$ cat src/hdl/bca_pkg.sv
package bca_pkg;

  localparam int unsigned BLK_W  = 16;
  localparam int unsigned CNT_W  = 12;
  localparam int unsigned MAXB_W = 13;

  localparam logic [BLK_W-1:0]  CHAIN_END        = 16'hFFFF;
  localparam logic [BLK_W-1:0]  FORMAT_LAST      = 16'd4;
  localparam logic [MAXB_W-1:0] RESET_MAX_BLOCKS = 13'd2048;

  typedef enum logic [1:0] {
    MODE_FORMAT = 2'd0,
    MODE_ALLOC  = 2'd1,
    MODE_FREE   = 2'd2,
    MODE_NEXT   = 2'd3
  } mode_e;

  typedef enum logic [10:0] {
    S_IDLE    = 11'b00000000001,
    S_CLEAR   = 11'b00000000010,
    S_CNT     = 11'b00000000100,
    S_SCAN    = 11'b00000001000,
    S_TAIL    = 11'b00000010000,
    S_WALK_RD = 11'b00000100000,
    S_WALK_WT = 11'b00001000000,
    S_FREE_RD = 11'b00010000000,
    S_FREE_WT = 11'b00100000000,
    S_LOOK    = 11'b01000000000,
    S_RESP    = 11'b10000000000
  } state_e;

  typedef struct packed {
    logic             valid;
    logic [BLK_W-1:0] block;
    logic             ok;
    logic [CNT_W-1:0] free_count;
  } resp_t;

endpackage

$ cat src/hdl/bca_ctrl.sv
module bca_ctrl import bca_pkg::*; #(
  parameter int unsigned MAP_ENTRIES     = 4091,
  parameter int unsigned RESERVED_BLOCKS = 5,
  parameter int unsigned AW              = $clog2(MAP_ENTRIES)
) (
  input  logic              clk_i,
  input  logic              rst_ni,
  input  logic              in_valid_i,
  output logic              in_ready_o,
  input  logic [1:0]        mode_i,
  input  logic [BLK_W-1:0]  first_i,
  input  logic [CNT_W-1:0]  count_i,
  input  logic [MAXB_W-1:0] max_blocks_i,
  input  logic              out_take_i,
  output resp_t             resp_o,
  output logic              ram_we_o,
  output logic [AW-1:0]     ram_waddr_o,
  output logic [BLK_W-1:0]  ram_wdata_o,
  output logic [AW-1:0]     ram_raddr_o,
  input  logic [BLK_W-1:0]  ram_rdata_i
);

  localparam logic [BLK_W-1:0] RES        = BLK_W'(RESERVED_BLOCKS);
  localparam logic [BLK_W-1:0] MAP_N      = BLK_W'(MAP_ENTRIES);
  localparam logic [BLK_W-1:0] TOP_BLK    = BLK_W'(MAP_ENTRIES - RESERVED_BLOCKS);
  localparam logic [AW-1:0]    CLR_LAST   = AW'(MAP_ENTRIES - 1);
  localparam logic [BLK_W-1:0] RESET_FREE = BLK_W'(RESET_MAX_BLOCKS) - RES;

  state_e           state_q, state_d;
  logic [BLK_W-1:0] ptr_q, ptr_d, left_q, left_d, rblk_q, rblk_d, zeros_q, zeros_d;
  logic [BLK_W-1:0] prev_q, prev_d, first_q, first_d, b_q, b_d;
  logic [BLK_W-1:0] free_q, free_d, last_q, last_d, res_blk_q, res_blk_d;
  logic [CNT_W-1:0] n_q, n_d, cnt_q, cnt_d, len_q, len_d;
  logic [AW-1:0]    clr_q, clr_d;
  logic             rv_q, rv_d, fmt_q, fmt_d, res_ok_q, res_ok_d;

  logic [BLK_W-1:0] lim_sub, lim, win, s0, s1, start, ptr_inc, ptr_nx;
  logic [BLK_W:0]   free_sum;
  logic             issue, hit;

  function automatic logic [AW-1:0] to_addr(input logic [BLK_W-1:0] b);
    logic [BLK_W-1:0] d;
    d = b - RES;
    return d[AW-1:0];
  endfunction

  function automatic logic in_range(input logic [BLK_W-1:0] b);
    return (b >= RES) && (b <= TOP_BLK);
  endfunction

  always_comb begin
    lim_sub = ({3'b0, max_blocks_i} >= RES) ? ({3'b0, max_blocks_i} - RES) : '0;
    lim     = (lim_sub > MAP_N) ? MAP_N : lim_sub;
    win     = (lim > RES) ? (lim - RES) : '0;
    s0      = last_q + 16'd1;
    s1      = (s0 < RES) ? RES : s0;
    start   = (s1 >= lim) ? RES : s1;
    ptr_inc = ptr_q + 16'd1;
    ptr_nx  = (ptr_inc >= lim) ? RES : ptr_inc;
    issue   = (left_q != '0);
    hit     = rv_q && (ram_rdata_i == '0);
    free_sum = {1'b0, free_q} + {5'b0, cnt_q};
  end

  always_comb begin
    state_d   = state_q;
    ptr_d     = ptr_q;
    left_d    = left_q;
    rblk_d    = rblk_q;
    zeros_d   = zeros_q;
    prev_d    = prev_q;
    first_d   = first_q;
    b_d       = b_q;
    free_d    = free_q;
    last_d    = last_q;
    res_blk_d = res_blk_q;
    res_ok_d  = res_ok_q;
    n_d       = n_q;
    cnt_d     = cnt_q;
    len_d     = len_q;
    clr_d     = clr_q;
    rv_d      = 1'b0;
    fmt_d     = fmt_q;
    in_ready_o  = 1'b0;
    ram_we_o    = 1'b0;
    ram_waddr_o = '0;
    ram_wdata_o = '0;
    ram_raddr_o = '0;

    case (state_q)
      S_IDLE: begin
        in_ready_o = 1'b1;
        if (in_valid_i) begin
          cnt_d   = count_i;
          first_d = first_i;
          case (mode_i)
            MODE_FORMAT: begin
              free_d  = lim_sub;
              last_d  = FORMAT_LAST;
              clr_d   = '0;
              fmt_d   = 1'b1;
              state_d = S_CLEAR;
            end
            MODE_ALLOC: begin
              n_d = '0;
              if (count_i == '0) begin
                if (free_q == '0) begin
                  res_blk_d = CHAIN_END;
                  res_ok_d  = 1'b0;
                  state_d   = S_RESP;
                end else begin
                  ptr_d   = start;
                  left_d  = win;
                  state_d = S_SCAN;
                end
              end else if ({4'b0, count_i} > free_q) begin
                res_blk_d = CHAIN_END;
                res_ok_d  = 1'b0;
                state_d   = S_RESP;
              end else begin
                ptr_d   = RES;
                left_d  = win;
                zeros_d = '0;
                state_d = S_CNT;
              end
            end
            MODE_FREE: begin
              b_d     = first_i;
              len_d   = '0;
              state_d = S_WALK_RD;
            end
            MODE_NEXT: begin
              if (in_range(first_i)) begin
                ram_raddr_o = to_addr(first_i);
                state_d     = S_LOOK;
              end else begin
                res_blk_d = '0;
                res_ok_d  = 1'b0;
                state_d   = S_RESP;
              end
            end
            default: state_d = S_IDLE;
          endcase
        end
      end
      S_CLEAR: begin
        ram_we_o    = 1'b1;
        ram_waddr_o = clr_q;
        if (clr_q == CLR_LAST) begin
          res_blk_d = '0;
          res_ok_d  = 1'b1;
          state_d   = fmt_q ? S_RESP : S_IDLE;
        end else begin
          clr_d = clr_q + AW'(1);
        end
      end
      S_CNT: begin
        if (issue) begin
          ram_raddr_o = to_addr(ptr_q);
          ptr_d       = ptr_inc;
          left_d      = left_q - 16'd1;
          rblk_d      = ptr_q;
          rv_d        = 1'b1;
        end
        if (hit) begin
          zeros_d = zeros_q + 16'd1;
        end
        if (!issue && !rv_q) begin
          if (zeros_q >= {4'b0, cnt_q}) begin
            ptr_d   = start;
            left_d  = win;
            state_d = S_SCAN;
          end else begin
            res_blk_d = CHAIN_END;
            res_ok_d  = 1'b0;
            state_d   = S_RESP;
          end
        end
      end
      S_SCAN: begin
        if (issue) begin
          ram_raddr_o = to_addr(ptr_q);
          ptr_d       = ptr_nx;
          left_d      = left_q - 16'd1;
          rblk_d      = ptr_q;
          rv_d        = 1'b1;
        end
        if (hit) begin
          if (cnt_q == '0) begin
            res_blk_d = rblk_q;
            res_ok_d  = 1'b1;
            rv_d      = 1'b0;
            state_d   = S_RESP;
          end else begin
            if (n_q != '0) begin
              ram_we_o    = 1'b1;
              ram_waddr_o = to_addr(prev_q);
              ram_wdata_o = rblk_q;
            end else begin
              first_d = rblk_q;
            end
            prev_d = rblk_q;
            n_d    = n_q + CNT_W'(1);
            if (n_q + CNT_W'(1) == cnt_q) begin
              last_d  = rblk_q;
              rv_d    = 1'b0;
              state_d = S_TAIL;
            end
          end
        end else if (!issue && !rv_q) begin
          res_blk_d = CHAIN_END;
          res_ok_d  = 1'b0;
          state_d   = S_RESP;
        end
      end
      S_TAIL: begin
        ram_we_o    = 1'b1;
        ram_waddr_o = to_addr(prev_q);
        ram_wdata_o = CHAIN_END;
        free_d      = free_q - {4'b0, cnt_q};
        res_blk_d   = first_q;
        res_ok_d    = 1'b1;
        state_d     = S_RESP;
      end
      S_WALK_RD: begin
        if (b_q == CHAIN_END || b_q == '0) begin
          if (b_q == CHAIN_END && len_q == cnt_q) begin
            b_d     = first_q;
            state_d = S_FREE_RD;
          end else begin
            res_blk_d = '0;
            res_ok_d  = 1'b0;
            state_d   = S_RESP;
          end
        end else if (len_q >= cnt_q) begin
          res_blk_d = '0;
          res_ok_d  = 1'b0;
          state_d   = S_RESP;
        end else begin
          len_d = len_q + CNT_W'(1);
          if (in_range(b_q)) begin
            ram_raddr_o = to_addr(b_q);
            state_d     = S_WALK_WT;
          end else begin
            b_d = '0;
          end
        end
      end
      S_WALK_WT: begin
        b_d     = ram_rdata_i;
        state_d = S_WALK_RD;
      end
      S_FREE_RD: begin
        if (b_q == CHAIN_END) begin
          free_d    = free_sum[BLK_W] ? CHAIN_END : free_sum[BLK_W-1:0];
          res_blk_d = '0;
          res_ok_d  = 1'b1;
          state_d   = S_RESP;
        end else begin
          ram_raddr_o = to_addr(b_q);
          state_d     = S_FREE_WT;
        end
      end
      S_FREE_WT: begin
        ram_we_o    = 1'b1;
        ram_waddr_o = to_addr(b_q);
        b_d         = ram_rdata_i;
        state_d     = S_FREE_RD;
      end
      S_LOOK: begin
        res_blk_d = ram_rdata_i;
        res_ok_d  = 1'b1;
        state_d   = S_RESP;
      end
      S_RESP: begin
        if (out_take_i) begin
          state_d = S_IDLE;
        end
      end
      default: state_d = S_IDLE;
    endcase
  end

  always_ff @(posedge clk_i or negedge rst_ni) begin
    if (!rst_ni) begin
      state_q   <= S_CLEAR;
      ptr_q     <= '0;
      left_q    <= '0;
      rblk_q    <= '0;
      zeros_q   <= '0;
      prev_q    <= '0;
      first_q   <= '0;
      b_q       <= '0;
      free_q    <= RESET_FREE;
      last_q    <= FORMAT_LAST;
      res_blk_q <= '0;
      res_ok_q  <= 1'b0;
      n_q       <= '0;
      cnt_q     <= '0;
      len_q     <= '0;
      clr_q     <= '0;
      rv_q      <= 1'b0;
      fmt_q     <= 1'b0;
    end else begin
      state_q   <= state_d;
      ptr_q     <= ptr_d;
      left_q    <= left_d;
      rblk_q    <= rblk_d;
      zeros_q   <= zeros_d;
      prev_q    <= prev_d;
      first_q   <= first_d;
      b_q       <= b_d;
      free_q    <= free_d;
      last_q    <= last_d;
      res_blk_q <= res_blk_d;
      res_ok_q  <= res_ok_d;
      n_q       <= n_d;
      cnt_q     <= cnt_d;
      len_q     <= len_d;
      clr_q     <= clr_d;
      rv_q      <= rv_d;
      fmt_q     <= fmt_d;
    end
  end

  assign resp_o.valid      = (state_q == S_RESP);
  assign resp_o.block      = res_blk_q;
  assign resp_o.ok         = res_ok_q;
  assign resp_o.free_count = (free_q > 16'h0FFF) ? 12'hFFF : free_q[CNT_W-1:0];

`ifndef SYNTHESIS
  a_accept_leaves_idle: assert property (@(posedge clk_i) disable iff (!rst_ni)
    (in_valid_i && in_ready_o) |=> (state_q != S_IDLE))
    else $error("item accepted but control stayed idle");
  a_scan_count_bound: assert property (@(posedge clk_i) disable iff (!rst_ni)
    (state_q == S_SCAN && cnt_q != '0) |-> (n_q < cnt_q))
    else $error("allocation linked more blocks than requested");
  a_walk_keeps_free: assert property (@(posedge clk_i) disable iff (!rst_ni)
    (state_q == S_WALK_RD) |=> $stable(free_q))
    else $error("free count changed during chain check");
  a_no_write_idle: assert property (@(posedge clk_i) disable iff (!rst_ni)
    (state_q == S_IDLE || state_q == S_RESP || state_q == S_LOOK) |-> !ram_we_o)
    else $error("map written outside an update");
`endif

endmodule

$ cat config.mk
export PLATFORM = sky130hd
export DESIGN_NAME = bca_ctrl
export DESIGN_NICKNAME = d
export VERILOG_FILES = /design/src/hdl/bca_pkg.sv /design/src/hdl/bca_ctrl.sv
export SDC_FILE = /design/constraint.sdc
export NUM_CORES = 1
export LEC_CHECK = 0
export BUFFER_PORTS_ARGS = -buffer_cell sky130_fd_sc_hd__buf_2
export CELL_PAD_IN_SITES_DETAIL_PLACEMENT = 0
export CELL_PAD_IN_SITES_GLOBAL_PLACEMENT = 1
export CORE_MARGIN = 2
export CORE_UTILIZATION = 46
export CTS_CLUSTER_SIZE = 12
export DETAILED_ROUTE_END_ITERATION = 12
export PLACE_DENSITY_LB_ADDON = 0.1
export SYNTH_ARGS = -nofsm -noshare
export SYNTH_HDL_FRONTEND = slang
export SYNTH_SLANG_ARGS = --single-unit
$ cat constraint.sdc
create_clock -name clk_i -period 4.6 [get_ports clk_i]
set_clock_uncertainty 0.05 [all_clocks]
set_input_delay 0.69 -clock clk_i [delete_from_list [all_inputs] [get_ports clk_i]]
set_output_delay 0.69 -clock clk_i [all_outputs]
set_load 0.05 [all_outputs]
Word level (Yosys, flattened, before mapping)

Cells that the tools add are included.

Flip-flop bits (word level): 218
Logic and storage cells: 298

Magnitude comparators: 14
Add/subtract/negate cells: 15
Reduce and logical (&&, ||, !) cells: 46
Muxes and demuxes: 151
Bitwise logic cells: 1
Equal/unequal tests: 53

Operator list:

| kind                    | count |
|---|---|
| $mux W16                | 65 |
| $mux W12                | 23 |
| $mux W11                | 19 |
| $pmux W16 S3            | 4 |
| $pmux W16 S2            | 5 |
| $pmux W16 S8            | 1 |
| $pmux W11 S10           | 1 |
| $pmux W12 S4            | 2 |
| $pmux W12 S2            | 3 |
| $add A16 B1 Y16 const B | 3 |
| $logic_not A16 Y1       | 3 |
| $sub A12 B3 Y12 const B | 4 |
| $pmux W11 S4            | 1 |
| $add A12 B1 Y12 const B | 3 |
| $ne A2 B2 Y1 const B    | 17 |
| $ge A16 B16 Y1          | 2 |
| $ge A16 B3 Y1 const B   | 2 |
| $gt A16 B12 Y1 const B  | 2 |
| $le A16 B12 Y1 const B  | 2 |
| $ne A3 B3 Y1 const B    | 10 |
| $reduce_and A14 Y1      | 2 |
| $eq A12 B12 Y1          | 2 |
| $logic_not A12 Y1       | 2 |
| $reduce_and A6 Y1       | 4 |
| 50 further kinds        | 98 |

Depth between registers and ports, before layout

Depth after elaboration: 11
Depth in mapped cells: 24
Depth with buffers taken out: 18

Worst setup path after synthesis

OpenSTA, ideal clock, no wires.

Kind: input-to-reg
Start: input port max_blocks_i[0]
End: register ptr_q[13]
Setup time: 87 ps
Arrival: 5017 ps
Stages: 22
Required time: 4463 ps
Path slack: -554 ps
Cells stage by stage: clkbuf_1 inv_1 ha_1 nor2b_1 clkbuf_1 or3_1 clkbuf_1 or4_1 o211ai_1 a41o_1 buf_4 clkbuf_1 nor2_1 ha_1 a2111oi_0 nand3_1 a31oi_1 o211ai_1 a21oi_1 clkbuf_1 nand3b_1 o211ai_1

Longest elaborated chain between the ends: 11

RTL lines:

| what                                                    | RTL line        | source |
|---|---|---|
| from (decl)                                             | bca_ctrl.sv:13  | `input logic [MAXB_W-1:0] max_blocks_i,` |
| $sub A13 B3 Y14 / $ge A13 B3 Y1 (equally long branches) | bca_ctrl.sv:52  | `lim_sub = ({3'b0, max_blocks_i} >= RES) ? ({3'b0, max_blocks_i} - RES) : '0;` |
| $mux W16 *                                              | bca_ctrl.sv:52  |  |
| $gt A16 B12 Y1                                          | bca_ctrl.sv:53  | `lim = (lim_sub > MAP_N) ? MAP_N : lim_sub;` |
| $mux W16 *                                              | bca_ctrl.sv:53  |  |
| $ge A16 B16 Y1                                          | bca_ctrl.sv:57  | `start = (s1 >= lim) ? RES : s1;` |
| $mux W16                                                | bca_ctrl.sv:57  |  |
| $mux W16                                                | bca_ctrl.sv:107 | `if (free_q == '0) begin` |
| $mux W16                                                | bca_ctrl.sv:106 | `if (count_i == '0) begin` |
| $mux W16                                                | bca_ctrl.sv:96  | `case (mode_i)` |
| $mux W16                                                | bca_ctrl.sv:93  | `if (in_valid_i) begin` |
| $pmux W16 S3 *                                          | bca_ctrl.sv:90  | `case (state_q)` |
| to (signal assigned)                                    | bca_ctrl.sv:306 | `ptr_q <= ptr_d;` |
| to (decl)                                               | bca_ctrl.sv:30  | `logic [BLK_W-1:0] ptr_q, ptr_d, left_q, left_d, rblk_q, rblk_d, zeros_q, zeros_d;` |

Every way passes the cells marked *; elsewhere a longest branch is shown, timed or not. The select of a mux whose other input is x is not followed.
A chain may end at the register's enable or synchronous reset.

Final worst setup path

Start: register left_q[0]
End: output port ram_raddr_o[9]

Longest elaborated chain between the ends: 3

RTL lines:

| what                   | RTL line                         | source |
|---|---|---|
| from (decl)            | bca_ctrl.sv:30                   |  |
| from (signal assigned) | bca_ctrl.sv:307                  | `left_q <= left_d;` |
| $reduce_bool A16 Y1    | bca_ctrl.sv:60                   | `issue = (left_q != '0);` |
| $mux W12               | bca_ctrl.sv:158, bca_ctrl.sv:181 |  |
| $pmux W12 S4           | bca_ctrl.sv:90                   |  |
| to (decl)              | bca_ctrl.sv:19                   | `output logic [AW-1:0] ram_raddr_o,` |

Every way passes these cells.

==> flow_metrics.env <==
export IMPL_grt_max_degree=104
export IMPL_syn_area_um2=17150
export IMPL_min_path_type="in -> async"
export IMPL_power_share_sequential=0.288
export IMPL_async_reset_ff_frac=1.000
export IMPL_synthAdderAreaFrac=0.08480
export IMPL_final_cell_mix="nand2_1, dfrtp_1, nor2_1"
export IMPL_die_width_um=197.1
export IMPL_vias_per_cell=6.040
export IMPL_synthSimpleGateAreaFrac=0.2556
export IMPL_hold_viol=0
export IMPL_ys_seq_elements=218
export IMPL_vias=17100
export IMPL_avgSynthCellArea_um2=7.930
export IMPL_final_max_slew_viol_count=0
export IMPL_combPwrFrac=0.496
export IMPL_dieArea_um2=38830
export IMPL_drive_above_1_share=0.1638
export IMPL_synthXorXnorAreaFrac=0.06590
export IMPL_switchingPower_w=0.004927
export IMPL_core_area_um2=36700
export IMPL_worst_pin_slew_ns=1.107
export IMPL_cp_max_fo=21
export IMPL_synth_top_family_by_area="simple AND/OR/NAND/NOR gates"
export IMPL_peakVddDrop_mv=0.3122
export IMPL_post_route_drc_count=0
export IMPL_fmax_mhz=223.5
export IMPL_switching_share=0.4577
export IMPL_pwr_density_cell_nw_per_um2=538.6
export IMPL_antenna_found_initial=2
export IMPL_synth_compound_area_frac=0.2105
export IMPL_power_leakage_nw=9.395
export IMPL_reg2reg_depth=16
export IMPL_slew_headroom=0.2526
export IMPL_setup_violations=0
export IMPL_ys_seq_area_frac=0.3191
export IMPL_yosysWarnings=0
export IMPL_drv_cap=0
export IMPL_num_rows=70
export IMPL_rsz0062_at_grt="false"
export IMPL_dpl_hpwl_um=47070
export IMPL_boundaryPins=135
export IMPL_gr_total_overflow=0
export IMPL_layout_commonest_cell="nand2_1"
export IMPL_gp_congestion=0.9380
export IMPL_p_int_w=0.005837
export IMPL_htree_levels=1
export IMPL_clk_latency_ns=0.57
export IMPL_dr_pass1_iters=5
export IMPL_finalNetCount=2517
export IMPL_clockBufferDepth=3
export IMPL_finalNonFillerCells=2832
export IMPL_drt_iter0_drc=1212
export IMPL_endpoint_kind="primary output"
export IMPL_worst_setup_path_start_kind="flop"
export IMPL_die_h_um=197.1
export IMPL_cts_tree="yes"
export IMPL_cts_buffers=29
export IMPL_status="complete, no violations"
export IMPL_min_period_ns=4.474
export IMPL_p_clk_frac=0.216
export IMPL_placed_cells=2771
export IMPL_grt_util_all_layers=0.3139
export IMPL_finalPower_w=0.01076
export IMPL_synth_edf_count=0
export IMPL_wl_per_cell_um=21.67
export IMPL_root_buffer="clkbuf_16"
export IMPL_grt_pass1_wl_um=95350
export IMPL_post_route_period_util=0.9726
export IMPL_ant_nets=0
export IMPL_cp_required_ns=3.86
export IMPL_area_growth_pct=16.56
export IMPL_port_buffers=134
export IMPL_hold_buffers=0
export IMPL_critical_path_class="reg -> out"
export IMPL_synth_cell_type_count=87
export IMPL_initial_core_util=0.4672
export IMPL_grt_pass1_vias=16410
export IMPL_synth_mux_area_fraction=0.01540
export IMPL_cts_sinks=218
export IMPL_drt_wl_total_um=61380
export IMPL_arrival_ns=3.73
export IMPL_clkTransAtPathRegs_ns=0.06
export IMPL_syn_inst=2162
export IMPL_synth_main_ff_cell="dfrtp_1"
==> synthesized netlist by cell type (all sizes together) (24+ instances only) <==
master  instances  area share
dfrtp         206        0.30
a21o           30       0.013
inv            97       0.021
nor3           63       0.019
a22oi          24       0.011
nor2          197       0.044
o211ai         25       0.011
xor2           59       0.030
and3           39       0.014
a21oi         100       0.029
ha            113       0.082
o21ai         191       0.056
clkbuf         99       0.022
nand2         330       0.072
xnor2          70       0.036
nand3          69       0.020
nand4          28       0.010
nor4           43       0.016
==> logic make-up after synthesis <==
logic type / count (synthesis)
mux: 24
other cells: 1
buf+inv: 213
simple gates: 911
fa+ha+maj: 115
compound gates: 551
xor+xnor: 129
flops: 218
==> layout make-up <==
cell class              instances  area [um^2]
diodes                          2        5.005
clock buffers                  48        877.1
clock inverters                 6        86.33
fillers                      3576        16710
inverters                      97        370.4
multi-input cells            1738        10970
flip-flops and latches        218         5472
well taps                     468        585.6
repair buffers                255         1623
==> routing by layer <==
layer	global-route usage	up-vias	wire, um
met2	0.4925	532	27310
met4	0.06795	0	1199
met5	0	-	0
met1	0.4524	8394	28650
met3	0.05583	71	4217
li1	-	8107	-
==> path summary, 6_finish.rpt <==
check	from	endpoint	slack (ns)
min reg2reg	res_blk_q[9]$_DFFE_PN0P_	res_blk_q[9]$_DFFE_PN0P_	0.45
max in group asynchronous	rst_ni	first_q[8]$_DFFE_PN0P_	3.31
min	rst_ni	free_q[15]$_DFFE_PN0P_	0.06
max reg2reg	ptr_q[0]$_DFFE_PN0P_	ptr_q[0]$_DFFE_PN0P_	0.47
max	left_q[0]$_DFFE_PN0P_	ram_raddr_o[9]	0.13
min in group clk_i	count_i[11]	cnt_q[11]$_DFFE_PN0P_	0.34
==> worst max-delay path, cell delays in order, from the launching register on <==
cell and delay (ns):
dfrtp_1 0.38, inv_1 0.08, ha_1 0.25, or3b_2 0.49, or4_4 0.50, nor2_4 0.19
inv_2 0.18, and2_2 0.37, nand2_1 0.23, o221ai_1 0.21, buf_2 0.27
==> registers in the layout, indices dropped and copies added (netlist names), 11 cells and up <==
name,flops
len_q,12
b_q,16
first_q,16
cnt_q,12
prev_q,12
free_q,16
n_q,12
zeros_q,16
state_q,11
clr_q,12
ptr_q,16
res_blk_q,16
last_q,16
rblk_q,16
left_q,16
==> per-stage QoR <==
stage               worst slack (ns)    util  hold WS (ns)  area (um^2)  TNS, ns
finish                        0.1259  0.5446       0.05669        19980        0
global route                0.006933  0.5446        0.1344        19980        0
CTS                          0.07902  0.5427        0.1562        19920        0
detailed placement           -0.4403  0.5162        0.4387        18940   -5.973
global placement             -0.3744  0.5162        0.4349        18940   -5.067
floorplan                    -0.2065       -        0.3444        17280   -2.276
==> power by group through the flow <==
stage | Sequential, W | Clock [W] | Combinational, W
after floorplan | 0.00309 | 0 | 0.00362
after global placement | 0.00310 | 0 | 0.00515
after global routing | 0.00317 | 0.00242 | 0.00584
final | 0.00310 | 0.00233 | 0.00534
after CTS | 0.00309 | 0.00235 | 0.00526
after detailed placement | 0.00311 | 0 | 0.00522
==> repair_timing <==
action,4_1_cts,5_1_grt
resized for setup,5,8
buffers inserted,0,5
endpoints found under the setup margin,6,23
pin swaps,0,4
hold endpoints to repair,0,0
No activity file was read; power rests on OpenSTA's default activity.
